--- src/hdl/dsst_pkg.sv ---
// ----------------------------------------------------------------------------
// dsst_pkg: shared types and codes of the depth sorted stroke table
// Item and result layouts, command and status codes, and the command and
// status groups between the controller and the datapath.
// ----------------------------------------------------------------------------
package dsst_pkg;

    localparam int KEY_W = 16;
    localparam int TAG_W = 16;

    localparam logic [1:0] CMD_POINT = 2'd0;
    localparam logic [1:0] CMD_READ  = 2'd1;
    localparam logic [1:0] CMD_CLEAR = 2'd2;

    localparam logic [2:0] ST_TAKEN    = 3'd0;
    localparam logic [2:0] ST_INSERTED = 3'd1;
    localparam logic [2:0] ST_FULL     = 3'd2;
    localparam logic [2:0] ST_READ_OK  = 3'd3;
    localparam logic [2:0] ST_EMPTY    = 3'd4;
    localparam logic [2:0] ST_CLEARED  = 3'd5;

    typedef struct packed {
        logic [1:0]              command;
        logic signed [KEY_W-1:0] point_z;
        logic                    last_point;
        logic [TAG_W-1:0]        stroke_tag;
        logic [5:0]              read_index;
    } t_in_item;

    typedef struct packed {
        logic [2:0]              status;
        logic [6:0]              entry_count;
        logic [TAG_W-1:0]        read_tag;
        logic signed [KEY_W-1:0] read_key;
        logic                    point_overflow;
    } t_out_item;

    typedef struct packed {
        logic signed [KEY_W-1:0] key;
        logic [TAG_W-1:0]        tag;
    } t_entry;

    typedef enum logic [3:0] {
        OP_NONE,
        OP_TAKE,
        OP_ACC,
        OP_DIV_GO,
        OP_INS_SETUP,
        OP_INS_RD,
        OP_INS_CMP,
        OP_READ,
        OP_READ_DONE,
        OP_CLEAR,
        OP_EMIT
    } t_dp_op;

    typedef struct packed {
        t_dp_op op;
    } t_dp_cmd;

    typedef struct packed {
        logic [1:0] item_cmd;
        logic       is_last;
        logic       div_done;
        logic       table_full;
        logic       pos_zero;
        logic       shift_up;
        logic       out_free;
    } t_dp_sts;

endpackage

--- src/hdl/dsst_if.sv ---
// ----------------------------------------------------------------------------
// dsst_item_if / dsst_result_if: valid/ready channels of the stroke table
// One channel carries command items in, the other carries result items out.
// ----------------------------------------------------------------------------
interface dsst_item_if import dsst_pkg::*; ();
    logic     valid;
    logic     ready;
    t_in_item payload;

    modport source (output valid, output payload, input ready);
    modport sink   (input valid, input payload, output ready);
endinterface

interface dsst_result_if import dsst_pkg::*; ();
    logic      valid;
    logic      ready;
    t_out_item payload;

    modport source (output valid, output payload, input ready);
    modport sink   (input valid, input payload, output ready);
endinterface

--- src/hdl/dsst_div.sv ---
// ----------------------------------------------------------------------------
// dsst_div: serial floor divider
// Restoring divide of a signed sum by an unsigned count, one quotient bit a
// cycle, result rounded toward negative infinity and cut to key width.
// ----------------------------------------------------------------------------
module dsst_div import dsst_pkg::*; #(
    parameter int DIVIDEND_W = 27,
    parameter int DIVISOR_W  = 11
) (
    input  logic                         i_clk,
    input  logic                         i_rst_n,
    input  logic                         i_start,
    input  logic signed [DIVIDEND_W-1:0] i_dividend,
    input  logic [DIVISOR_W-1:0]         i_divisor,
    output logic                         o_done,
    output logic signed [KEY_W-1:0]      o_key
);

    localparam int STEP_W = $clog2(DIVIDEND_W + 1);

    logic                  r_busy;
    logic [STEP_W-1:0]     r_step;
    logic [DIVIDEND_W-1:0] r_quo;
    logic [DIVISOR_W-1:0]  r_rem;
    logic [DIVISOR_W-1:0]  r_den;
    logic                  r_neg;

    logic [DIVIDEND_W-1:0] mag;
    logic [DIVISOR_W:0]    trial;
    logic                  fits;
    logic [DIVIDEND_W-1:0] q_full;

    assign mag   = i_dividend[DIVIDEND_W-1] ? (~i_dividend + 1'b1) : i_dividend;
    assign trial = {r_rem, r_quo[DIVIDEND_W-1]};
    assign fits  = trial >= {1'b0, r_den};

    assign o_done = r_busy && (r_step == '0);

    // negative: -(q) - 1 is ~q, add one back when the remainder is zero
    assign q_full = r_neg ? (~r_quo + DIVIDEND_W'(r_rem == '0)) : r_quo;
    assign o_key  = q_full[KEY_W-1:0];

    always_ff @(posedge i_clk) begin
        if (!i_rst_n) begin
            r_busy <= 1'b0;
            r_step <= '0;
        end else if (i_start) begin
            r_busy <= 1'b1;
            r_step <= STEP_W'(DIVIDEND_W);
        end else if (r_busy) begin
            if (r_step == '0) begin
                r_busy <= 1'b0;
            end else begin
                r_step <= r_step - 1'b1;
            end
        end
    end

    always_ff @(posedge i_clk) begin
        if (i_start) begin
            r_quo <= mag;
            r_rem <= '0;
            r_den <= i_divisor;
            r_neg <= i_dividend[DIVIDEND_W-1];
        end else if (r_busy && (r_step != '0)) begin
            r_quo <= {r_quo[DIVIDEND_W-2:0], fits};
            if (fits) begin
                r_rem <= DIVISOR_W'(trial - {1'b0, r_den});
            end else begin
                r_rem <= trial[DIVISOR_W-1:0];
            end
        end
    end

endmodule

--- src/hdl/dsst_dp.sv ---
// ----------------------------------------------------------------------------
// dsst_dp: stroke table datapath
// Holds the item, the depth accumulator, the sorted entry memory, the
// insertion pointer and the result register; acts on controller commands.
// ----------------------------------------------------------------------------
module dsst_dp import dsst_pkg::*; #(
    parameter int TABLE_DEPTH = 64,
    parameter int MAX_POINTS  = 1024
) (
    input  logic      i_clk,
    input  logic      i_rst_n,
    input  t_dp_cmd   i_cmd,
    output t_dp_sts   o_sts,
    input  t_in_item  i_payload,
    output logic      o_out_valid,
    input  logic      i_out_ready,
    output t_out_item o_out_payload
);

    localparam int ADDR_W = $clog2(TABLE_DEPTH);
    localparam int FILL_W = $clog2(TABLE_DEPTH + 1);
    localparam int CNT_W  = $clog2(MAX_POINTS + 1);
    localparam int SUM_W  = CNT_W + KEY_W;
    localparam int IDX_W  = (FILL_W > 6) ? FILL_W : 6;

    t_entry mem [TABLE_DEPTH];

    t_in_item                r_item;
    logic signed [SUM_W-1:0] r_sum;
    logic [CNT_W-1:0]        r_cnt;
    logic                    r_over;
    logic [FILL_W-1:0]       r_fill;
    logic [ADDR_W-1:0]       r_pos;
    logic signed [KEY_W-1:0] r_key;
    logic [2:0]              r_status;
    logic [TAG_W-1:0]        r_rtag;
    logic signed [KEY_W-1:0] r_rkey;
    logic                    r_ovf;
    t_entry                  r_rdata;
    logic                    r_out_valid;
    t_out_item               r_out;

    logic                    can_add;
    logic [SUM_W-1:0]        sum_add;
    logic                    table_full;
    logic                    pos_zero;
    logic                    shift_up;
    logic [IDX_W-1:0]        idx_ext;
    logic                    idx_ok;
    logic                    div_done;
    logic signed [KEY_W-1:0] div_key;
    logic                    w_en;
    logic [ADDR_W-1:0]       w_addr;
    t_entry                  w_data;
    logic                    rd_en;
    logic [ADDR_W-1:0]       rd_addr;

    assign can_add    = r_cnt < CNT_W'(MAX_POINTS);
    assign sum_add    = r_sum + {{(SUM_W-KEY_W){r_item.point_z[KEY_W-1]}}, r_item.point_z};
    assign table_full = r_fill >= FILL_W'(TABLE_DEPTH);
    assign pos_zero   = r_pos == '0;
    assign shift_up   = r_rdata.key > r_key;
    assign idx_ext    = IDX_W'(r_item.read_index);
    assign idx_ok     = idx_ext < IDX_W'(r_fill);

    dsst_div #(
        .DIVIDEND_W (SUM_W),
        .DIVISOR_W  (CNT_W)
    ) u_div (
        .i_clk      (i_clk),
        .i_rst_n    (i_rst_n),
        .i_start    (i_cmd.op == OP_DIV_GO),
        .i_dividend (r_sum),
        .i_divisor  (r_cnt),
        .o_done     (div_done),
        .o_key      (div_key)
    );

    always_comb begin
        o_sts.item_cmd   = r_item.command;
        o_sts.is_last    = r_item.last_point;
        o_sts.div_done   = div_done;
        o_sts.table_full = table_full;
        o_sts.pos_zero   = pos_zero;
        o_sts.shift_up   = shift_up;
        o_sts.out_free   = !r_out_valid || i_out_ready;
    end

    // memory port control: insertion walks down from the fill point
    always_comb begin
        w_en    = 1'b0;
        w_addr  = r_pos;
        w_data  = '{key: r_key, tag: r_item.stroke_tag};
        rd_en   = 1'b0;
        rd_addr = r_pos - 1'b1;
        unique case (i_cmd.op)
            OP_INS_RD: begin
                if (pos_zero) begin
                    w_en = 1'b1;
                end else begin
                    rd_en = 1'b1;
                end
            end
            OP_INS_CMP: begin
                w_en = 1'b1;
                if (shift_up) begin
                    w_data = r_rdata;
                end
            end
            OP_READ: begin
                rd_en   = 1'b1;
                rd_addr = idx_ext[ADDR_W-1:0];
            end
            default: begin
            end
        endcase
    end

    always_ff @(posedge i_clk) begin
        if (w_en) begin
            mem[w_addr] <= w_data;
        end
    end

    always_ff @(posedge i_clk) begin
        if (rd_en) begin
            r_rdata <= mem[rd_addr];
        end
    end

    always_ff @(posedge i_clk) begin
        if (!i_rst_n) begin
            r_sum       <= '0;
            r_cnt       <= '0;
            r_over      <= 1'b0;
            r_fill      <= '0;
            r_out_valid <= 1'b0;
        end else begin
            unique case (i_cmd.op)
                OP_ACC: begin
                    if (can_add) begin
                        r_sum <= sum_add;
                        r_cnt <= r_cnt + 1'b1;
                    end else begin
                        r_over <= 1'b1;
                    end
                end
                OP_DIV_GO: begin
                    // divider holds its operands; start the next stroke
                    r_sum  <= '0;
                    r_cnt  <= '0;
                    r_over <= 1'b0;
                end
                OP_INS_RD: begin
                    if (pos_zero) begin
                        r_fill <= r_fill + 1'b1;
                    end
                end
                OP_INS_CMP: begin
                    if (!shift_up) begin
                        r_fill <= r_fill + 1'b1;
                    end
                end
                OP_CLEAR: begin
                    r_fill <= '0;
                end
                default: begin
                end
            endcase
            if (i_cmd.op == OP_EMIT) begin
                r_out_valid <= 1'b1;
            end else if (i_out_ready) begin
                r_out_valid <= 1'b0;
            end
        end
    end

    always_ff @(posedge i_clk) begin
        unique case (i_cmd.op)
            OP_TAKE: begin
                r_item   <= i_payload;
                r_status <= ST_EMPTY;
                r_rtag   <= '0;
                r_rkey   <= '0;
                r_ovf    <= 1'b0;
            end
            OP_ACC: begin
                r_status <= ST_TAKEN;
                r_ovf    <= r_over || !can_add;
            end
            OP_INS_SETUP: begin
                r_key <= div_key;
                r_pos <= r_fill[ADDR_W-1:0];
                if (table_full) begin
                    r_status <= ST_FULL;
                end
            end
            OP_INS_RD: begin
                if (pos_zero) begin
                    r_status <= ST_INSERTED;
                end
            end
            OP_INS_CMP: begin
                if (shift_up) begin
                    r_pos <= r_pos - 1'b1;
                end else begin
                    r_status <= ST_INSERTED;
                end
            end
            OP_READ: begin
                if (idx_ok) begin
                    r_status <= ST_READ_OK;
                end
            end
            OP_READ_DONE: begin
                if (r_status == ST_READ_OK) begin
                    r_rtag <= r_rdata.tag;
                    r_rkey <= r_rdata.key;
                end
            end
            OP_CLEAR: begin
                r_status <= ST_CLEARED;
            end
            OP_EMIT: begin
                r_out.status         <= r_status;
                r_out.entry_count    <= 7'(r_fill);
                r_out.read_tag       <= r_rtag;
                r_out.read_key       <= r_rkey;
                r_out.point_overflow <= r_ovf;
            end
            default: begin
            end
        endcase
    end

    assign o_out_valid   = r_out_valid;
    assign o_out_payload = r_out;

endmodule

--- src/hdl/dsst_ctrl.sv ---
// ----------------------------------------------------------------------------
// dsst_ctrl: stroke table controller
// Sequences one item at a time: accumulate, divide, shifted insert, read,
// clear, and hands each result to the output register.
// ----------------------------------------------------------------------------
module dsst_ctrl import dsst_pkg::*; (
    input  logic    i_clk,
    input  logic    i_rst_n,
    input  logic    i_item_valid,
    output logic    o_item_ready,
    input  t_dp_sts i_sts,
    output t_dp_cmd o_cmd
);

    typedef enum logic [2:0] {
        S_IDLE,
        S_EXEC,
        S_DIV_GO,
        S_DIV_WAIT,
        S_INS_RD,
        S_INS_CMP,
        S_RDATA,
        S_EMIT
    } t_state;

    t_state r_state;
    t_state n_state;

    assign o_item_ready = r_state == S_IDLE;

    always_comb begin
        o_cmd.op = OP_NONE;
        n_state  = r_state;
        unique case (r_state)
            S_IDLE: begin
                if (i_item_valid) begin
                    o_cmd.op = OP_TAKE;
                    n_state  = S_EXEC;
                end
            end
            S_EXEC: begin
                unique case (i_sts.item_cmd)
                    CMD_POINT: begin
                        o_cmd.op = OP_ACC;
                        n_state  = i_sts.is_last ? S_DIV_GO : S_EMIT;
                    end
                    CMD_READ: begin
                        o_cmd.op = OP_READ;
                        n_state  = S_RDATA;
                    end
                    CMD_CLEAR: begin
                        o_cmd.op = OP_CLEAR;
                        n_state  = S_EMIT;
                    end
                    default: begin
                        // unused code: answer index empty, change nothing
                        n_state = S_EMIT;
                    end
                endcase
            end
            S_DIV_GO: begin
                o_cmd.op = OP_DIV_GO;
                n_state  = S_DIV_WAIT;
            end
            S_DIV_WAIT: begin
                if (i_sts.div_done) begin
                    o_cmd.op = OP_INS_SETUP;
                    n_state  = i_sts.table_full ? S_EMIT : S_INS_RD;
                end
            end
            S_INS_RD: begin
                o_cmd.op = OP_INS_RD;
                n_state  = i_sts.pos_zero ? S_EMIT : S_INS_CMP;
            end
            S_INS_CMP: begin
                o_cmd.op = OP_INS_CMP;
                n_state  = i_sts.shift_up ? S_INS_RD : S_EMIT;
            end
            S_RDATA: begin
                o_cmd.op = OP_READ_DONE;
                n_state  = S_EMIT;
            end
            S_EMIT: begin
                // hold until the output register can take the result
                if (i_sts.out_free) begin
                    o_cmd.op = OP_EMIT;
                    n_state  = S_IDLE;
                end
            end
            default: begin
                n_state = S_IDLE;
            end
        endcase
    end

    always_ff @(posedge i_clk) begin
        if (!i_rst_n) begin
            r_state <= S_IDLE;
        end else begin
            r_state <= n_state;
        end
    end

endmodule

--- src/hdl/depth_sorted_stroke_table_unit.sv ---
// ----------------------------------------------------------------------------
// depth_sorted_stroke_table_unit: depth sorted stroke table
// Sums stroke point depths, forms a floor average key on the last point and
// keeps stroke tags in a table sorted by ascending key.
// ----------------------------------------------------------------------------
// Usage:
//   i_item carries commands (point, read, clear); o_result returns exactly
//   one result per command, in order, through a registered output stage.
//   Items are handled one at a time. A read adds one registered memory
//   read. A last point adds the serial divider, one quotient bit a cycle,
//   then the insert, which walks the entry memory down from the fill point,
//   reading then writing each entry moved (one read, one write port) until
//   it reaches its place or position zero. The next item is accepted the
//   cycle after its result enters the output register.
//   While the receiver stalls, a finished result waits in the output stage
//   and the next item is still accepted and worked on; it then holds until
//   the output stage frees up.
//   Reset empties the table and the running stroke. Entry memory is not
//   cleared; only entries below the fill count are ever used.
// ----------------------------------------------------------------------------
module depth_sorted_stroke_table_unit import dsst_pkg::*; #(
    parameter int TABLE_DEPTH = 64,
    parameter int MAX_POINTS  = 1024
) (
    input  logic                 i_clk,
    input  logic                 i_rst_n,
    dsst_item_if.sink            i_item,
    dsst_result_if.source        o_result
);

    t_dp_cmd dp_cmd;
    t_dp_sts dp_sts;
    logic    item_ready;

    assign i_item.ready = item_ready;

    dsst_ctrl u_ctrl (
        .i_clk        (i_clk),
        .i_rst_n      (i_rst_n),
        .i_item_valid (i_item.valid),
        .o_item_ready (item_ready),
        .i_sts        (dp_sts),
        .o_cmd        (dp_cmd)
    );

    dsst_dp #(
        .TABLE_DEPTH (TABLE_DEPTH),
        .MAX_POINTS  (MAX_POINTS)
    ) u_dp (
        .i_clk         (i_clk),
        .i_rst_n       (i_rst_n),
        .i_cmd         (dp_cmd),
        .o_sts         (dp_sts),
        .i_payload     (i_item.payload),
        .o_out_valid   (o_result.valid),
        .i_out_ready   (o_result.ready),
        .o_out_payload (o_result.payload)
    );

    // one item in flight: no second accept right after one
    a_one_in_flight: assert property (@(posedge i_clk) disable iff (!i_rst_n)
        (i_item.valid && item_ready) |=> !item_ready)
        else $error("item accepted while another is in flight");

    // a result only enters the output stage when that stage is free
    a_emit_free: assert property (@(posedge i_clk) disable iff (!i_rst_n)
        (dp_cmd.op == OP_EMIT) |-> dp_sts.out_free)
        else $error("result overwrote a waiting result");

    // compare step must see the memory data read in the cycle before
    a_read_latency: assert property (@(posedge i_clk) disable iff (!i_rst_n)
        (dp_cmd.op == OP_INS_CMP) |-> ($past(dp_cmd.op) == OP_INS_RD))
        else $error("insert compare without a preceding read");

endmodule
--- src/flat_wrapper.sv ---
// flat-port wrapper written by rule: the top's interface ports become plain ports
module depth_sorted_stroke_table_unit_flat import dsst_pkg::*;
#(
    parameter int TABLE_DEPTH = 64,
    parameter int MAX_POINTS  = 1024
)
  (i_clk, i_rst_n, i_item_valid, i_item_payload, i_item_ready, o_result_valid, o_result_payload, o_result_ready);
  dsst_item_if i_item_i ();
  dsst_result_if o_result_i ();
  input  logic i_clk;
  input  logic i_rst_n;
  input wire logic [$bits(i_item_i.valid)-1:0] i_item_valid;
  input wire logic [$bits(i_item_i.payload)-1:0] i_item_payload;
  output wire logic [$bits(i_item_i.ready)-1:0] i_item_ready;
  output wire logic [$bits(o_result_i.valid)-1:0] o_result_valid;
  output wire logic [$bits(o_result_i.payload)-1:0] o_result_payload;
  input wire logic [$bits(o_result_i.ready)-1:0] o_result_ready;
  assign i_item_i.valid = i_item_valid;
  assign i_item_i.payload = i_item_payload;
  assign i_item_ready = i_item_i.ready;
  assign o_result_valid = o_result_i.valid;
  assign o_result_payload = o_result_i.payload;
  assign o_result_i.ready = o_result_ready;
  depth_sorted_stroke_table_unit #(.TABLE_DEPTH(TABLE_DEPTH), .MAX_POINTS(MAX_POINTS)) u_core (.i_clk(i_clk), .i_rst_n(i_rst_n), .i_item(i_item_i), .o_result(o_result_i));
endmodule
--- config.mk ---
export PLATFORM = sky130hd
export DESIGN_NAME = depth_sorted_stroke_table_unit_flat
export DESIGN_NICKNAME = d
export VERILOG_FILES = /design/src/hdl/dsst_pkg.sv /design/src/hdl/dsst_if.sv /design/src/hdl/dsst_div.sv /design/src/hdl/dsst_dp.sv /design/src/hdl/dsst_ctrl.sv /design/src/hdl/depth_sorted_stroke_table_unit.sv /design/src/flat_wrapper.sv
export SDC_FILE = /design/constraint.sdc
export NUM_CORES = 2
export LEC_CHECK = 0
export BUFFER_PORTS_ARGS = -buffer_cell sky130_fd_sc_hd__buf_4
export CORE_MARGIN = 8
export CORE_UTILIZATION = 40
export CTS_CLUSTER_DIAMETER = 60
export DETAILED_ROUTE_END_ITERATION = 6
export GPL_ROUTABILITY_DRIVEN = 0
export PLACE_DENSITY = 0.58
export SYNTH_ARGS = -nofsm -noshare
export SYNTH_HDL_FRONTEND = slang
export SYNTH_SLANG_ARGS = --single-unit
--- constraint.sdc ---
create_clock -name i_clk -period 10.7 [get_ports i_clk]
set_input_delay 2.675 -clock i_clk [delete_from_list [all_inputs] [get_ports i_clk]]
set_output_delay 2.675 -clock i_clk [all_outputs]
set_load 0.01 [all_outputs]
# ---- After elaboration in Yosys (flattened, before gate mapping)
# Memory sizes are Yosys's and may differ from the RTL's. A register that Yosys moved wholly into a read port is not among the register bits.
# Cells that the tools add are included.
dict set report op_classes {
  n_addsub 8
  n_lt_le_gt_ge 5
  n_eq_ne 32
  n_mux 57
  bitwise_logic 4
  reduce_logical 31
}
# op count
set op_table {}
lappend op_table {{27-bit two-way mux} 4}
lappend op_table {{32-bit two-way mux} 2}
lappend op_table {{16-bit case mux with 2 select lines} 2}
lappend op_table {{27-bit case mux with 2 select lines} 1}
lappend op_table {{16-bit two-way mux} 3}
lappend op_table {{4-bit case mux with 8 select lines} 1}
lappend op_table {{27-bit by 1-bit adder with 27-bit output, second input constant} 1}
lappend op_table {{27-bit adder} 1}
lappend op_table {{3-bit two-way mux} 9}
lappend op_table {{27-bit inverter} 1}
lappend op_table {{3-bit case mux with 8 select lines} 1}
lappend op_table {{11-bit two-way mux} 2}
lappend op_table {{11-bit case mux with 2 select lines} 1}
lappend op_table {{3-bit case mux with 7 select lines} 1}
lappend op_table {{7-bit case mux with 3 select lines} 1}
lappend op_table {{2-bit != test, second input constant} 10}
lappend op_table {{16-bit by 1-bit adder with 16-bit output} 1}
lappend op_table {{4-bit by 3-bit equality test with 1-bit output, second input constant} 4}
lappend op_table {{16-bit greater-than comparator} 1}
lappend op_table {{16-bit inverter} 1}
lappend op_table {{5-bit two-way mux} 3}
lappend op_table {{7-bit two-way mux} 2}
lappend op_table {{2-bit nonzero test} 7}
lappend op_table {{3-bit equality test, second input constant} 4}
lappend op_table {{41 further kinds} 73}
dict set report totals {
  register_bits 248
  ram_bits 2048
  input_bits 45
  output_inout_bits 45
  word_cells 167
  mem_count 1
}
# memory words word_bits rd rd_ports_with_merged_regs wr line
set memory_table {}
lappend memory_table {u_core.u_dp.mem 64 32 1 1 1 dsst_dp.sv:26} ;# t_entry mem [TABLE_DEPTH];

# ---- Logic depth before layout (Yosys ltp)
dict set report logic_depth {
  ltp_word 8
  ltp_mapped 18
  mapped_depth_nobuf 13
}

# ---- Cells and area by module
# From an unflattened synthesis, not the netlist that was laid out.
dict set report hier_totals {
  cells_unflattened 4619
  hier_area_um2 92655.1
}
# mod instances cells_per_inst area_per_inst_um2 seq_area_each_um2
set modules_own_cells {}
lappend modules_own_cells {dsst_dp 1 4182 88610.0 67664.9}
lappend modules_own_cells {dsst_div 1 388 3673.5 1511.4}
lappend modules_own_cells {dsst_ctrl 1 49 371.6 60.1}

# ---- Worst setup path before layout
# OpenSTA, ideal clock, no wires.
dict set report synth_path {
  kind {input-to-reg}
  startpoint {in o_result_ready}
  endpoint {mem u_core.u_dp.mem[32][0] (netlist name) (enable)}
  setup_time_ps 502
  arrival_time_ps 6865
  required_time_ps 10198
  slack_ps 3334
  path_stages 6
  n_path_buf 0
  path_cell_list {nand3b_1 a32o_1 or2_2 nor2_1 nand3_1 nor4_1}
}
dict set report synth_via {
  elab_chain_cells 7
  word_cells_on_any_way 8
  cone_classes {eq/ne: 2; mux: 5; reduce/logical: 1}
}
# item line
set synth_lines {}
lappend synth_lines {{start: declaration} flat_wrapper.sv:17} ;# input wire logic [$bits(o_result_i.ready)-1:0] o_result_ready;
lappend synth_lines {{1-bit logical OR *} dsst_dp.sv:86} ;# o_sts.out_free = !r_out_valid || i_out_ready;
lappend synth_lines {{4-bit two-way mux *} dsst_ctrl.sv:85} ;# if (i_sts.out_free) begin
lappend synth_lines {{4-bit case mux with 8 select lines *} dsst_ctrl.sv:34} ;# unique case (r_state)
lappend synth_lines {{4-bit by 3-bit equality test with 1-bit output} dsst_dp.sv:96} ;# unique case (i_cmd.op)
lappend synth_lines {{1-bit case mux with 2 select lines *} dsst_dp.sv:96}
lappend synth_lines {{1-bit two-way mux *} dsst_dp.sv:120} ;# if (w_en) begin
lappend synth_lines {{1-bit two-way mux (implied by the code) *} dsst_dp.sv:121} ;# mem[w_addr] <= w_data;
lappend synth_lines {{end: declaration} dsst_dp.sv:26}
# Every way passes the cells marked *; elsewhere a longest branch is shown, timed or not.

# ---- Worst setup path after layout
dict set report layout_path {
  startpoint {in o_result_ready}
  endpoint {reg u_core.u_dp.r_rdata[27] (netlist name)}
}
dict set report layout_via {
  elab_chain_cells 5
  word_cells_on_any_way 7
  cone_classes {eq/ne: 2; mux: 4; reduce/logical: 1}
}
# item line
set layout_lines {}
lappend layout_lines {{1-bit logical OR *} dsst_dp.sv:86}
lappend layout_lines {{4-bit two-way mux *} dsst_ctrl.sv:85}
lappend layout_lines {{4-bit case mux with 8 select lines *} dsst_ctrl.sv:34}
lappend layout_lines {{4-bit by 3-bit equality test with 1-bit output} dsst_dp.sv:96}
lappend layout_lines {{1-bit case mux with 2 select lines / 6-bit two-way mux (equally long branches)} dsst_dp.sv:96}
# Marked as above.
# A chain may end at the register's enable or synchronous reset.

==> results.py <==
metrics = {
    "cts": {
        "tritoncts": "built",
        "cts.repair.resized": 0,
        "numCtsBuffers": 235,
        "cts_hold_fix_bufs": 0,
        "clock-sinks": 2328,
        "worst_skew_pair.late_latency_ns": 0.87,
        "post_cts_buffers": 0,
        "cts.clk_slew.worst_paths_ns": 0.06,
        "ctsLongestPathBuffers": 3,
        "h-tree-depth": 4,
        "cts-root-buf": "sky130_fd_sc_hd__clkbuf_16",
    },
    "critical_path": {
        "crit_path_depth": 12,
        "worstSetupStartpointType": "input pin",
        "timing.reg2reg.worst_path_depth": 11,
        "crit_end": "u_core.u_dp.r_rdata[27]$_DFFE_PP_",
        "criticalPathCategory": "in -> reg",
        "crit_path_start": "o_result_ready",
        "cpMaxStageDelayCell": "sky130_fd_sc_hd__nor4_4",
        "max_stage_delay_ns": 0.86,
        "path_cells": "buf_4 -> nand3b_1 -> a32o_1 -> nor4_4 -> nand3b_1 -> nand2_1 -> nand2_4 -> buf_4 -> o22ai_1 -> nor4_1 -> a22oi_1 -> mux2_2",
        "worstPathArrival_ns": 8.16,
        "r2r-start": "u_core.u_ctrl.r_state[2]$_SDFFE_PN0P_",
        "ff2ff_setup_slack_ns": 4.27,
        "critical_path_peak_fanout": 46,
        "crit_buf_inv": 2,
        "critPathCaptureType": "flop",
        "critical_path.top_delay_family": "simple AND/OR/NAND/NOR gates",
        "critical_path_required_ns": 11.41,
        "worst_r2r_endpoint": "u_core.u_dp.r_rdata[27]$_DFFE_PP_",
    },
    "synth": {
        "synth_ff_type": "sky130_fd_sc_hd__edfxtp_1",
        "synthCells": 6903,
        "synth.yosys.warnings": 0,
        "ys_top_cells_by_count": "sky130_fd_sc_hd__edfxtp_1 (2261), sky130_fd_sc_hd__nand2_1 (1756), sky130_fd_sc_hd__nand3_1 (472), sky130_fd_sc_hd__a21oi_1 (316), sky130_fd_sc_hd__mux2i_1 (252)",
        "mappedNetlistArea_mm2": 0.09353,
        "synth_top_area_share": 0.7259,
        "synth_seq_area_share": 0.7403,
        "yosysUniqueCellTypes": 76,
        "post-synth-top-count-cell": "sky130_fd_sc_hd__edfxtp_1",
        "synth-edff-count": 2261,
        "postSynthNetCount": 7022,
        "ys_seq_elements": 2328,
        "syn_avg_cell_area_um2": 13.55,
        "synth_area_leaders": "sky130_fd_sc_hd__edfxtp_1 (73%), sky130_fd_sc_hd__nand2_1 (7.0%), sky130_fd_sc_hd__mux2i_1 (2.7%)",
        "synth-async-reset-ratio": 0,
        "synthDominantAreaCellType": "sky130_fd_sc_hd__edfxtp_1",
    },
    "timing": {
        "fin_crit_sh": 0.6961,
        "grt_setup_unrepaired": "false",
        "timing_hold_violations_final": 0,
        "layout_setup_ws_ns": 3.251,
        "tightestPinTransition_ns": 1.282,
        "finalCriticalPeriod_ns": 7.449,
        "timing.fmax_mhz": 134.3,
        "fin_skew_ns": 0.04550,
        "fin_setup_tns_ns": 0,
        "worst_slack_on_hold_paths_ns": 0.4145,
        "setup-violations-final": 0,
        "timing.slew.headroom": 0.1451,
        "final-max-slew-violation-count": 0,
    },
    "die": {
        "core_region_mm2": 0.2325,
        "std_cell_rows": 177,
        "floorplan.initialDensity": 0.4022,
        "fp.dieW_um": 499.5,
        "die_height_um": 499.5,
        "dieArea_mm2": 0.2495,
        "design.portCount": 90,
    },
    "placed_design": {
        "placed_cells": 9787,
        "place.detailed.hpwl_mm": 155.9,
        "place_ws_ns": 2.480,
        "buffer_ports.inserted": 89,
        "post_dp_cell_area_mm2": 0.09825,
    },
    "hold_path": {
        "min-delay-path-class": "reg -> reg",
    },
    "global_route": {
        "grt_max_degree": 155,
        "first_pass_grt_wire_length_mm": 404.9,
        "grt_remaining_overflow": 0,
        "grt.total_usage": 0.2207,
        "via_count_of_the_first_global_routing_pass": 56030,
        "grt_antenna_before_repair": 11,
    },
    "routing": {
        "detail_route.vias_per_cell": 5.762,
        "detail_route.iter0.violations": 7812,
        "totalWireLength_mm": 285.8,
        "drc": 2,
        "first_pass_iters": 7,
        "postRouteAntennaNets": 0,
        "via_count": 59010,
        "wl_per_cell_um": 27.91,
    },
    "status": {
        "status": "complete, but fails checks",
        "violations": "DRC",
    },
    "finish": {
        "postLayoutCellArea_mm2": 0.1058,
        "drive_gt1_frac": 0.1016,
        "final_util": 0.4550,
        "layoutNonFillerInstCount": 10240,
        "post_layout_net_count": 7100,
        "syn_to_final_growth_pct": 13.13,
    },
    "run": {
        "drv.max_cap_violation_count": 0,
    },
    "power_and_ir_drop": {
        "total_power_mw": 29.53,
        "irDropWorstVdd_mv": 0.3451,
        "power_leakage_nw": 35.72,
        "power.density_mw_per_mm2": 279.1,
    },
}
-- area by class of cell --
type | instances | area (um^2)
clock inverter | 150 | 1314
fill | 20510 | 126700
tap | 3043 | 3807
antenna | 11 | 27.53
multi-input combinational | 4105 | 22940
inverter | 60 | 225.2
clock buffer | 294 | 6216
sequential | 2328 | 69240
timing repair buffer | 251 | 2034
-- routing by layer --
layer	global-route usage	wire length [um]	vias to the layer above	share of wire
li1	-	-	25820	-
met1	0.3021	115700	29700	0.40
met2	0.3424	129300	2988	0.45
met3	0.05642	29960	505	0.10
met4	0.07917	10800	4	0.038
met5	0	26	-	0.000091
-- how the worst min path moves through the flow --
stage                                               from                                       to  slack [ns]  cells past startpoint
floorplan                    u_core.u_dp.r_ovf$_DFFE_PP_   u_core.u_dp.o_out_payload[0]$_DFFE_PP_        0.40                      0
global placement    u_core.u_dp.r_rkey[12]$_SDFFCE_PP0P_  u_core.u_dp.o_out_payload[13]$_DFFE_PP_        0.40                      0
detailed placement   u_core.u_dp.r_rtag[9]$_SDFFCE_PP0P_  u_core.u_dp.o_out_payload[26]$_DFFE_PP_        0.40                      0
CTS                 u_core.u_dp.r_rtag[12]$_SDFFCE_PP0P_  u_core.u_dp.o_out_payload[29]$_DFFE_PP_        0.42                      0
global route         u_core.u_dp.r_rtag[3]$_SDFFCE_PP0P_  u_core.u_dp.o_out_payload[20]$_DFFE_PP_        0.43                      0
finish               u_core.u_dp.r_rtag[3]$_SDFFCE_PP0P_  u_core.u_dp.o_out_payload[20]$_DFFE_PP_        0.41                      0
-- report_power, final --
group / internal [mW] / leakage [nW] / switching (mW) / total (mW)
Combinational: 2.55 / 11.1 / 7.00 / 9.54
Sequential: 11.5 / 20.9 / 0.458 / 11.9
Clock: 4.55 / 3.67 / 3.51 / 8.06
-- layout by cell type (no fill, tap or decap), drive strengths merged, types with 37 or more instances in the layout --
cell / Yosys / routed
xnor2: 38 / 38
nand2: 1757 / 1757
xor2: 47 / 47
buf: 235 / 251
clkbuf: 175 / 294
nand4: 98 / 98
o21ai: 112 / 112
and2: 48 / 48
a31oi: 137 / 137
inv: 60 / 71
nor2: 154 / 154
clkinv: 0 / 114
nor4: 110 / 110
o22ai: 101 / 101
edfxtp: 2261 / 2261
mux2i: 252 / 252
nand3: 472 / 472
and3: 37 / 37
ha: 72 / 72
dfxtp: 67 / 67
a21oi: 316 / 316
-- worst register-to-register path: cells and delay by family (launching register included) --
family                 cells  cell delay [ns]
and+or+nand+nor            6             2.78
muxes                      1             0.30
buffers and inverters      1             0.62
AOI/OAI and AO/OA          3             1.65
DFF                        1             0.92
-- registers in the layout (all words and copies together), names as in the netlist, 5 cells and up --
register                   cells
u_core.u_dp.r_fill             7
u_core.u_dp.idx_ext            6
u_core.u_dp.mem             2048
u_core.u_dp.r_cnt             11
u_core.u_dp.o_out_payload     43
u_core.u_dp.r_rkey            16
u_core.u_dp.r_rdata           32
u_core.u_dp.u_div.r_step       5
u_core.u_dp.u_div.r_rem       11
u_core.u_dp.r_sum             27
u_core.u_dp.r_rtag            16
u_core.u_dp.r_key             16
u_core.u_dp.u_div.r_den       11
u_core.u_dp.u_div.r_quo       27
u_core.u_dp.r_pos              6
u_core.u_dp.r_item            32
-- cell families (layout without fill, tap and decap cells) --
kind of cell             Yosys count  in the layout  share of synthesized area
flip-flops                      2328           2328                     0.7403
adder cells (fa/ha/maj)           74             74                    0.01006
multiplexers                     282            282                    0.03058
other                              0             11                          0
AO/OA/AOI/OAI                    891            891                    0.05884
AND/OR/NAND/NOR                 2773           2773                     0.1287
buffers and inverters            470            755                    0.02361
XOR/XNOR                          85             85                   0.007960
Note: power is estimated with default switching activity, not from simulation.
